File: src/design/gbs_pkg.sv
// Package for greedy box suppression: shared types, widths and state codes.
// Used by gbs_ctrl, gbs_datapath and the top level.
package gbs_pkg;

  localparam int COORD_W = 20;
  localparam int THR_W   = 16;
  localparam int LIM_W   = 10;
  localparam int IDX_W   = 12;

  // Configuration register indexes
  localparam logic [1:0] REG_THRESHOLD = 2'd0;
  localparam logic [1:0] REG_ADD_ONE   = 2'd1;
  localparam logic [1:0] REG_MAX_KEPT  = 2'd2;

  typedef enum logic [2:0] {
    ST_IDLE,
    ST_READ,
    ST_CMP,
    ST_DECIDE,
    ST_OUT
  } gbs_state_t;

  // Controller to datapath commands
  typedef struct packed {
    logic load_box;
    logic rd_en;
    logic cmp_en;
    logic clr_hit;
    logic commit;
  } gbs_cmd_t;

  // Datapath to controller status
  typedef struct packed {
    logic hit;
    logic cmp_valid;
  } gbs_sts_t;

endpackage

File: src/design/gbs_ctrl.sv
// Controller for greedy box suppression: sequences store reads, decides keep.
// Depends on gbs_pkg.
module gbs_ctrl
  import gbs_pkg::*;
#(
  parameter int MAX_KEPT  = 512,
  parameter int MAX_BOXES = 4096,
  parameter int KW        = (MAX_KEPT > 1) ? $clog2(MAX_KEPT) : 1,
  parameter int CNTW      = $clog2(MAX_KEPT + 1),
  parameter int PW        = $clog2(MAX_BOXES)
) (
  input  logic             clk,
  input  logic             rst_n,
  input  logic             in_valid,
  output logic             in_stall,
  input  logic             in_last_box,
  output logic             out_valid,
  input  logic             out_stall,
  output logic             out_kept,
  output logic [IDX_W-1:0] out_box_index,
  output logic [LIM_W-1:0] out_kept_count,
  output logic             out_list_full,
  output logic             out_list_end,
  input  logic [LIM_W-1:0] max_kept,
  output gbs_cmd_t         cmd,
  input  gbs_sts_t         sts,
  output logic [KW-1:0]    rd_addr,
  output logic [KW-1:0]    wr_addr
);

  localparam int LW = (CNTW > LIM_W) ? CNTW : LIM_W;

  gbs_state_t state_r, state_nxt;
  logic [CNTW-1:0] total_r, total_nxt;
  logic [PW-1:0]   pos_r, pos_nxt;
  logic [CNTW-1:0] rd_r, rd_nxt;
  logic [CNTW-1:0] done_r, done_nxt;
  logic            last_r, last_nxt;
  logic            kept_r, kept_nxt;
  logic [IDX_W-1:0] idx_r, idx_nxt;
  logic [LIM_W-1:0] cnt_r, cnt_nxt;
  logic            full_r, full_nxt;
  logic [LW-1:0]   limit;
  logic            room;
  logic            keep;

  assign limit = (LW'(max_kept) > LW'(MAX_KEPT)) ? LW'(MAX_KEPT) : LW'(max_kept);
  assign room  = LW'(total_r) < limit;
  assign keep  = room && !sts.hit;

  always_ff @(posedge clk) begin
    if (!rst_n) begin
      state_r <= ST_IDLE;
      total_r <= '0;
      pos_r   <= '0;
      rd_r    <= '0;
      done_r  <= '0;
      last_r  <= 1'b0;
    end else begin
      state_r <= state_nxt;
      total_r <= total_nxt;
      pos_r   <= pos_nxt;
      rd_r    <= rd_nxt;
      done_r  <= done_nxt;
      last_r  <= last_nxt;
    end
    kept_r <= kept_nxt;
    idx_r  <= idx_nxt;
    cnt_r  <= cnt_nxt;
    full_r <= full_nxt;
  end

  always_comb begin
    state_nxt = state_r;
    total_nxt = total_r;
    pos_nxt   = pos_r;
    rd_nxt    = rd_r;
    done_nxt  = done_r;
    last_nxt  = last_r;
    kept_nxt  = kept_r;
    idx_nxt   = idx_r;
    cnt_nxt   = cnt_r;
    full_nxt  = full_r;
    cmd       = '0;
    in_stall  = 1'b1;
    out_valid = 1'b0;
    unique case (state_r)
      ST_IDLE: begin
        in_stall = 1'b0;
        if (in_valid) begin
          cmd.load_box = 1'b1;
          cmd.clr_hit  = 1'b1;
          last_nxt     = in_last_box;
          rd_nxt       = '0;
          done_nxt     = '0;
          state_nxt    = ST_READ;
        end
      end
      ST_READ: begin
        // skip the scan when the list is full or empty
        if (!room || total_r == '0) begin
          state_nxt = ST_DECIDE;
        end else begin
          state_nxt = ST_CMP;
        end
      end
      ST_CMP: begin
        // issue one read per cycle while entries remain and no hit is seen; results return on cmp_valid
        if (rd_r < total_r && !sts.hit) begin
          cmd.rd_en  = 1'b1;
          cmd.cmp_en = 1'b1;
          rd_nxt     = rd_r + 1'b1;
        end
        if (sts.cmp_valid) begin
          done_nxt = done_r + 1'b1;
        end
        if (sts.hit && !sts.cmp_valid && rd_r == done_r) begin
          state_nxt = ST_DECIDE;
        end else if (done_nxt == rd_nxt && (rd_nxt == total_r || sts.hit)) begin
          state_nxt = ST_DECIDE;
        end
      end
      ST_DECIDE: begin
        kept_nxt = keep;
        idx_nxt  = IDX_W'(pos_r);
        cnt_nxt  = LIM_W'(total_r + CNTW'(keep));
        full_nxt = LW'(total_r + CNTW'(keep)) >= limit;
        if (keep) begin
          cmd.commit = 1'b1;
          total_nxt  = total_r + 1'b1;
        end
        if (last_r) begin
          total_nxt = '0;
          pos_nxt   = '0;
        end else if (pos_r == PW'(MAX_BOXES - 1)) begin
          pos_nxt = '0;
        end else begin
          pos_nxt = pos_r + 1'b1;
        end
        state_nxt = ST_OUT;
      end
      ST_OUT: begin
        out_valid = 1'b1;
        if (!out_stall) begin
          state_nxt = ST_IDLE;
        end
      end
      default: state_nxt = ST_IDLE;
    endcase
  end

  assign rd_addr        = KW'(rd_r);
  assign wr_addr        = KW'(total_r);
  assign out_kept       = kept_r;
  assign out_box_index  = idx_r;
  assign out_kept_count = cnt_r;
  assign out_list_full  = full_r;
  assign out_list_end   = last_r;

endmodule

File: config.mk
export PLATFORM = sky130hd
export DESIGN_NAME = gbs_ctrl
export DESIGN_NICKNAME = d
export VERILOG_FILES = /design/src/design/gbs_pkg.sv /design/src/design/gbs_ctrl.sv
export SDC_FILE = /design/constraint.sdc
export NUM_CORES = 1
export LEC_CHECK = 0
export ABC_AREA = 1
export BUFFER_PORTS_ARGS = -buffer_cell sky130_fd_sc_hd__buf_2
export CAP_MARGIN = 20
export CORE_ASPECT_RATIO = 0.75
export CORE_MARGIN = 2
export CORE_UTILIZATION = 50
export CTS_BUF_LIST = sky130_fd_sc_hd__clkbuf_2 sky130_fd_sc_hd__clkbuf_4 sky130_fd_sc_hd__clkbuf_8
export DETAILED_ROUTE_END_ITERATION = 7
export GPL_ROUTABILITY_DRIVEN = 0
export PLACE_DENSITY = 0.73
export SYNTH_ARGS = -nofsm -noshare
export SYNTH_HDL_FRONTEND = slang
export SYNTH_SLANG_ARGS = --single-unit
File: constraint.sdc
create_clock -name clk -period 6.2 [get_ports clk]
set_input_delay 0.31 -clock clk [delete_from_list [all_inputs] [get_ports clk]]
set_output_delay 0.31 -clock clk [all_outputs]
set_load 0.01 [all_outputs]
==> results of run 1 <==
-- where the power goes --
part           switching [mW]  leakage, nW  total, mW  internal, mW
Combinational           0.177         1.74      0.254        0.0768
Clock                   0.206       0.0903      0.360         0.154
Sequential             0.0160        0.603      0.512         0.496
-- sequential cells by signal, indices dropped and copies added (netlist names) --
register	cells
out_box_index	12
pos_r	12
done_r	10
out_kept_count	10
rd_r	10
total_r	10
state_r	3
out_kept	1
out_list_end	1
out_list_full	1
-- path summary, 6_finish.rpt --
| path | startpoint | end | slack (ps) |
|---|---|---|---|
| max reg2reg | total_r[3]$_SDFFE_PN0P_ | out_list_full$_DFFE_PP_ | 2240 |
| min | out_stall | state_r[2]$_SDFFE_PN0P_ | 220 |
| max | max_kept[4] | out_list_full$_DFFE_PP_ | 2150 |
| min reg2reg | pos_r[10]$_SDFFE_PN0P_ | out_box_index[10]$_DFFE_PP_ | 450 |
-- placed cells by master, fill, tap and decap left out, types with 2 or more instances in the layout --
master and n:
nand3_4 2, nor2_1 57, buf_2 66, nor2_2 2
dfxtp_1 46, a21o_1 2, nand2_1 167, nand2_2 5
nor3_1 12, nand3_1 75, inv_8 2, a221oi_1 2
clkbuf_8 9, nand3b_1 3, clkinv_1 3, nor4_1 5
xnor2_1 3, edfxtp_1 24, inv_1 74, nor3b_1 5
nand4_1 19, ha_1 35, and3_1 2, inv_6 2
buf_4 4, inv_2 2, nor3_2 2, clkinvlp_4 2
a21oi_1 43, o21ai_0 11, xor2_1 28
-- per-stage QoR --
stage / area, sq um / utilization [%]
final: 5381 / 56.40
after global routing: 5381 / 56.40
after CTS: 5354 / 56.11
after detailed placement: 5166 / 54.14
after global placement: 5166 / 54.14
after floorplan: 4848 / -
-- metal layers --
metal / wire [microns] / share of wire (%) / track usage, %
met1: 5765 / 45 / 32.19
met2: 5769 / 45 / 42.12
met3: 983 / 7.7 / 7.270
met4: 204 / 1.6 / 9.200
met5: 0 / 0 / 0
-- cell type report --
cell class	count	area, sq um
clock buffer	9	123.9
clock inverter	7	63.81
fill	945	4160
inverter	79	296.5
multi-input combinational	490	2703
sequential	70	1642
tap	132	165.2
timing repair buffer	71	387.9
-- critical path: stages --
cell and delay [ps]:
buf_2 110, nor4_1 270, a31oi_1 130, inv_1 160
nand2_1 100, ha_1 300, nand2_1 90, inv_1 40
o21ai_0 140, a21oi_1 80, a2111oi_0 490, nand2_1 200
nor2_1 220, ha_1 200, nand3_1 140, nor3_1 250
xor2_1 130, ha_1 330, nand2_1 70, nor4_1 300
nand3_1 130, nand4_1 90
-- cell families (layout without fill, tap and decap cells) --
kind of cell	after synthesis	count (layout)
simple gates	358	358
buf+inv	114	166
flops	70	70
compound gates	66	66
fa+ha+maj	35	35
xor+xnor	31	31
==> impl_metrics.ini, run 1 <==
[sta]
slew_violations = 0
clock_skew_ps = 9.885
finalCriticalPeriod_ps = 4050
timing.hold.ws_ps = 218.8
rsz0062_at_grt = false
fin_crit_sh_pct = 65.33
finalSetupViolations = 0
hold_viol = 0
setup_ws_ps = 2150
worst_slew_pin_slew_ps = 604.6
setup_tns_ps = 0
max_slew_margin_pct = 58.65
fmax_ghz = 0.2469

[routing]
vias = 4719
totalWireLength_microns = 12720
first_pass_iters = 6
drt_iter0_markers = 437
drt-wirelength-per-cell_microns = 14.83
vias_per_cell = 5.500
drc = 0
final_antenna_net_count = 0

[power_and_ir_drop]
finalPower_mw = 1.125
p_leak_nw = 2.436
pwr_density_cell_mw_per_mm2 = 209.1
ir_worst_vdd_v = 0.0001260

[layout]
layoutNonFillerInstCount = 858
synthToLayoutAreaGrowth_pct = 10.99
drive_gt1_share_pct = 14.33
layout.nets = 773
n_antenna_cell = 0

[grt]
antenna_found_initial = 0
grt_usage_pct = 25.39
grt_pass1_wl_microns = 21040
grt_pass1_vias = 4467
grt_max_degree = 39
grt_overflow = 0

[synth]
ys_warn_count = 0
synth_most_common_cell = nand2_1
ys_seq_area_share_pct = 33.86
synth-edff-count = 24
synth_area_leaders = dfxtp_1, edfxtp_1, nand2_1, ha_1, nand3_1
syn_avg_cell_area_sq_um = 7.193
synth_nets = 726
synth-main-ff-cell = dfxtp_1
syn_inst = 674
synth-simple-area-share_pct = 33.19
synth_seq_cells = 70
synth_top_area_cell = dfxtp_1
synth_cell_types = 38
synthArstFlopShare_pct = 0
synth_xor_area_share_pct = 5.600
synthAdderAreaFrac_pct = 9.032
muxShareOfSynthArea_pct = 0
synth_common_cells = nand2_1, nand3_1, inv_1, nor2_1, dfxtp_1
syn_area_sq_mm = 0.004848
synth_top_area_share_pct = 18.99
synth_compound_area_share_pct = 7.690
synth_top_family_by_area = simple AND/OR/NAND/NOR gates

[floorplanning]
dieHeight_microns = 89.28
ios = 67
die_w_microns = 117.7
dieArea_sq_mm = 0.01051
rows = 31
start_util_pct = 50.81
core_sq_mm = 0.009542

[setup_path]
arrival_ps = 4280
worstSetupEndpointType = flop
cp_max_fo = 6
crit_path_start_kind = input pin
reg2reg_depth = 17
required_ps = 6430
critPathKind = input pin to flop

[cts]
ctsHoldBuffers = 0
cts_made_buffers = 9
htree_levels = 3
cts_resized = 0
cts_setup_buffers = 0
clock-sinks = 70
cts_tree = yes
cts_max_path_buffers = 2
path_clk_slew_ps = 90
insertion_delay_ps = 360
clockRootBuffer = clkbuf_8

[min_path]
hold_depth = 3
hold_class = input pin to flop

[status]
outcome = complete, no violations

[placed_design]
dp.cells = 841
io_buffer_count = 66
pre_cts_slack_ps = 1893
hpwl_microns = 9464

[run]
drv_cap = 0
Power figures use the tool's default switching activity.
==> run 2: changes to the inputs <==
PLACE_DENSITY = 0.76   (was 0.73)
clock period = 3.3 ns   (was 6.2 ns; I/O delays follow)
==> run 2 against run 1 <==
Net effect:
- the flow now finishes with violations (setup timing)
- combinational power up 110%
- register-to-register slack worse by 2200 ps
- final cell count up 6.1%
- total power up 93%
- worst setup slack worse by 2200 ps
- die area unchanged
- critical endpoint unchanged
- highest routed layer unchanged
==> impl_metrics.ini, run 2 (synthesized netlist as in run 1, its figures left out) <==
[status]
outcome = finished with violations
failed_checks = setup timing

[cts]
cts_max_path_buffers = 2
cts_made_buffers = 9
clockRootBuffer = clkbuf_8
clock-sinks = 70
ctsHoldBuffers = 0
insertion_delay_ps = 380
cts_tree = yes
htree_levels = 3
path_clk_slew_ps = 90

[routing]
drt-wirelength-per-cell_microns = 16.10
first_pass_iters = 6
drc = 0
drt_iter0_markers = 572
vias_per_cell = 5.646
final_antenna_net_count = 0
vias = 5138
totalWireLength_microns = 14650

[grt]
antenna_found_initial = 0
grt_pass1_vias = 4727
grt_overflow = 0
grt_max_degree = 35
grt_usage_pct = 27.27
grt_pass1_wl_microns = 22470

[power_and_ir_drop]
switching_share_pct = 35.82
p_leak_nw = 2.737
internal_power_mw = 1.394
ir_worst_vdd_v = 0.0002009
comb_power_share_pct = 24.6
power_switching_uw = 778.3
pwr-share-clk_pct = 31.2
seqPwrFrac_pct = 44.1
pwr_density_cell_mw_per_mm2 = 357.5

[floorplanning]
dieArea_sq_mm = 0.01051
ios = 67
start_util_pct = 50.81
die_w_microns = 117.7
dieHeight_microns = 89.28
rows = 31
core_sq_mm = 0.009542

[layout]
fill_cells = 804
synthToLayoutAreaGrowth_pct = 25.34
layout.nets = 825
fin_area_sq_mm = 0.006077
final_cell_mix = nand2_1, nand3_1, inv_1
n_antenna_cell = 0
final_common_cell = nand2_1
multi_input_comb_area_sq_mm = 0.003008
ff_latch_area_sq_mm = 0.001642
drive_gt1_share_pct = 25.84

[setup_path]
crit_path_start_kind = input pin
crit_chain = buf_6 -> nor4_4 -> a31oi_2 -> inv_2 -> nand2_4 -> ha_4 -> nand2_1 -> inv_2 -> o21ai_2 -> a21oi_2 -> a2111oi_4 -> nand2_2 -> nor2_4 -> ha_4 -> nand3_4 -> nor3_4 -> xor2_2 -> ha_1 -> nand2_2 -> nor2_2 -> o211ai_1 -> nand4_1
worstSetupEndpointType = flop
cp_slowest_cell = ha_1
arrival_ps = 3490
path_delay_family = simple AND/OR/NAND/NOR gates
required_ps = 3430
worst-path-buf-inv = 3
critPathKind = input pin to flop
cp_max_fo = 4
cpPeakStageDelay_ps = 300

[sta]
max_slew_margin_pct = 32.75
finalSetupViolations = 1
hold_viol = 0
setup_tns_ps = -64.59
clock_skew_ps = 12.87
worst_slew_pin_slew_ps = 1003
slew_violations = 0
setup_ws_ps = -64.59
fmax_ghz = 0.2972
fin_crit_sh_pct = 102.0
finalCriticalPeriod_ps = 3365
rsz0062_at_grt = true

[placed_design]
io_buffer_count = 66
placed_area_sq_mm = 0.005500
hpwl_microns = 9947
pre_cts_slack_ps = -593.0

[min_path]
hold_class = input pin to flop

[run]
drv_cap = 0
-- run 2: cell types whose count changed in the layout (fill, tap and decap cells not counted), moves of 7 or more --
| cell | delta |
|---|---|
| buf_4 | +50 |
| ha_1 | -8 |
| ha_4 | +8 |
| nand2_1 | -11 |
| nand2_2 | +9 |
| xor2_1 | -7 |
| xor2_2 | +7 |
-- run 2: worst paths after layout --
path                                      end  depth (start not counted)                     from  slack (ps)
setup reg to reg      out_list_full$_DFFE_PP_                         17  total_r[3]$_SDFFE_PN0P_          80
hold reg to reg   out_box_index[10]$_DFFE_PP_                          0   pos_r[10]$_SDFFE_PN0P_         430
setup / recovery      out_list_full$_DFFE_PP_                         22              max_kept[5]         -60
hold / removal        state_r[2]$_SDFFE_PN0P_                          3                out_stall          50
-- run 2: power groups by stage --
stage               Combinational, mW  Sequential, mW  Clock [mW]
floorplan                       0.326           0.982           0
CTS                             0.508           0.958       0.672
detailed placement              0.489           0.978           0
finish                          0.535           0.959       0.679
global placement                0.477           0.976           0
global route                    0.583           0.963       0.718
-- run 2: stage by stage --
| stage | hold WS, ps | utilization (%) | instances | power [mW] |
|---|---|---|---|---|
| 2_1_floorplan | 303.4 | - | 674 | 1.308 |
| 3_3_place_gp | 419.4 | 57.64 | 884 | 1.454 |
| 3_5_place_dp | 417.6 | 57.64 | 884 | 1.468 |
| 4_1_cts | 61.23 | 61.84 | 908 | 2.139 |
| 5_1_grt | 74.23 | 63.69 | 910 | 2.264 |
| 6_report | 53.77 | 63.69 | 910 | 2.173 |
-- run 2: repair_timing --
item,4_1_cts,5_1_grt
endpoints found under the setup margin,1,1
gates resized for setup,30,28
setup buffers,8,2
pin swaps,22,17
-- run 2: tightest hold or removal path: stages --
cell	delay, ps
buf_2	100
nand2_1	70
a21oi_1	60
-- run 2: routing by layer --
metal	part of all wire (%)	GRT usage, %
met3	9.0	6.952
met1	40	32.11
met2	48	48.78
met5	0	0
met4	3.4	10.84
-- run 2: area by class of cell --
| cell class | count | area share, % |
|---|---|---|
| flip-flops and latches | 70 | 27.01 |
| clock inverters | 7 | 0.9883 |
| inverters | 79 | 4.880 |
| repair buffers | 123 | 12.87 |
| well taps | 132 | 2.718 |
| clock buffers | 9 | 2.038 |
| multi-input cells | 490 | 49.50 |
==> run 3: changes to the inputs <==
CORE_MARGIN = 8   (was 2)
PLACE_DENSITY = 0.73   (was 0.76)
clock period = 4.05 ns   (was 3.3 ns; I/O delays follow)
==> run 3 against run 2 <==
Net effect:
- the flow now finishes without violations
- wire length shrank 9.3%
- design area shrank 10%
- utilization shrank 6.4 points
- clock-buffer cell count is the same
- worst setup slack gained 430 ps
- non-clock buffer count shrank 40
- largest cell class unchanged
==> impl_metrics.ini, run 3 (synthesized netlist as in run 1, its figures left out) <==
[status]
outcome = complete, no violations

[cts]
cts_tree = yes
cts_made_buffers = 9
insertion_delay_ps = 370
clock-sinks = 70
cts_max_path_buffers = 2
clockRootBuffer = clkbuf_8
ctsHoldBuffers = 0
htree_levels = 3
path_clk_slew_ps = 90

[grt]
antenna_found_initial = 0
grt_overflow = 0
grt_pass1_wl_microns = 21950
grt_max_degree = 35
grt_pass1_vias = 4601
grt_usage_pct = 21.07

[floorplanning]
core_sq_mm = 0.009542
ios = 67
rows = 31
dieArea_sq_mm = 0.01314
start_util_pct = 50.81
dieHeight_microns = 101.3
die_w_microns = 129.7

[routing]
vias_per_cell = 5.369
drt-wirelength-per-cell_microns = 15.27
first_pass_iters = 6
totalWireLength_microns = 13290
drt_iter0_markers = 409
drc = 0
final_antenna_net_count = 0
vias = 4671

[sta]
max_slew_margin_pct = 46.96
fin_crit_sh_pct = 91.07
fmax_ghz = 0.2711
hold_viol = 0
clock_skew_ps = 12.72
timing.hold.ws_ps = 106.5
setup_tns_ps = 0
worst_slew_pin_slew_ps = 793.0
finalCriticalPeriod_ps = 3688
rsz0062_at_grt = false
finalSetupViolations = 0
slew_violations = 0

[layout]
synthToLayoutAreaGrowth_pct = 12.77
final_cell_mix = nand2_1, nand3_1, inv_1
drive_gt1_share_pct = 15.85
layoutNonFillerInstCount = 870
n_antenna_cell = 0
layout.nets = 785
final_core_util_pct = 57.30
final_common_cell = nand2_1

[setup_path]
cp_max_fo = 6
critPathKind = input pin to flop
r2r_setup_slack_ps = 690
crit_path_start_kind = input pin
arrival_ps = 3800
reg2reg_to = out_list_full$_DFFE_PP_
rr_startpoint = total_r[8]$_SDFFE_PN0P_
worstSetupEndpointType = flop
required_ps = 4170
reg2reg_depth = 15

[run]
drv_cap = 0

[placed_design]
dp.cells = 853
hpwl_microns = 10060
io_buffer_count = 66

[power_and_ir_drop]
p_leak_nw = 2.494
finalPower_mw = 1.730
pwr_density_cell_mw_per_mm2 = 316.4
ir_worst_vdd_v = 0.0002402

[min_path]
hold_depth = 3
hp-start = out_stall
hold_class = input pin to flop
hold_end = state_r[2]$_SDFFE_PN0P_
-- run 3: cell types whose count changed in the layout (fill, tap and decap cells not counted), moves of 7 or more --
cell	before	now
ha_4	8	0
nand2_1	156	167
xor2_2	7	0
ha_1	27	35
buf_4	54	16
nand2_2	14	5
xor2_1	21	28
-- run 3: metrics by stage --
stage / cell area (sq um) / worst slack, ps
2_1_floorplan: 4848 / 407.4
3_3_place_gp: 5256 / 102.8
3_5_place_dp: 5256 / -183.0
4_1_cts: 5441 / 194.8
5_1_grt: 5468 / 8.856
6_report: 5468 / 361.8
-- run 3: worst max-delay path: stages --
cell and delay [ps]:
buf_2 110, nor4_1 330, a31oi_1 150, inv_1 160, nand2_1 110, ha_1 300
nand2_1 70, inv_1 30, o21ai_0 130, a21oi_1 100, a2111oi_2 280, nand2_1 130
nor2_1 140, ha_1 190, nand3_1 140, nor2_1 180, nand2_1 90, xor2_1 240
ha_1 310, a21oi_1 170, o21a_1 140, nand4_1 90
-- run 3: routing by layer --
layer  vias to the layer above  share of wire, %  routed length [microns]  track usage [%]
li1                       2340                 -                        -                -
met5                         -                 0                        0                0
met1                      2115                45                     5922            26.86
met4                         0               2.0                      265            8.541
met3                        25               8.2                     1094            5.313
met2                       191                45                     6006            33.49
-- run 3: worst max path at each step --
stage	slack, ps	startpoint	end	cells after the start
after detailed placement	-180	max_kept[4]	out_list_full$_DFFE_PP_	22
final	360	max_kept[4]	out_list_full$_DFFE_PP_	22
after global routing	9	max_kept[4]	out_list_full$_DFFE_PP_	22
after global placement	100	max_kept[4]	out_list_full$_DFFE_PP_	22
after floorplan	410	max_kept[4]	out_list_full$_DFFE_PP_	21
after CTS	190	max_kept[4]	out_list_full$_DFFE_PP_	22
-- run 3: where the power goes --
| group | internal [mW] | switching (mW) | leakage [nW] |
|---|---|---|---|
| Combinational | 0.121 | 0.274 | 1.80 |
| Sequential | 0.759 | 0.0215 | 0.603 |
| Clock | 0.234 | 0.322 | 0.0888 |
| Total | 1.11 | 0.617 | 2.49 |
-- run 3: what timing repair did --
| action | CTS | global route |
|---|---|---|
| resized for setup | 0 | 2 |
| setup buffers | 0 | 0 |
| setup endpoints to repair | 0 | 1 |
-- run 3: cell type report --
cell class,count,area (sq um)
clock buffer,9,123.9
clock inverter,7,61.31
fill,928,4074
inverter,79,296.5
multi-input combinational,490,2709
sequential,70,1642
tap,132,165.2
timing repair buffer,83,470.5
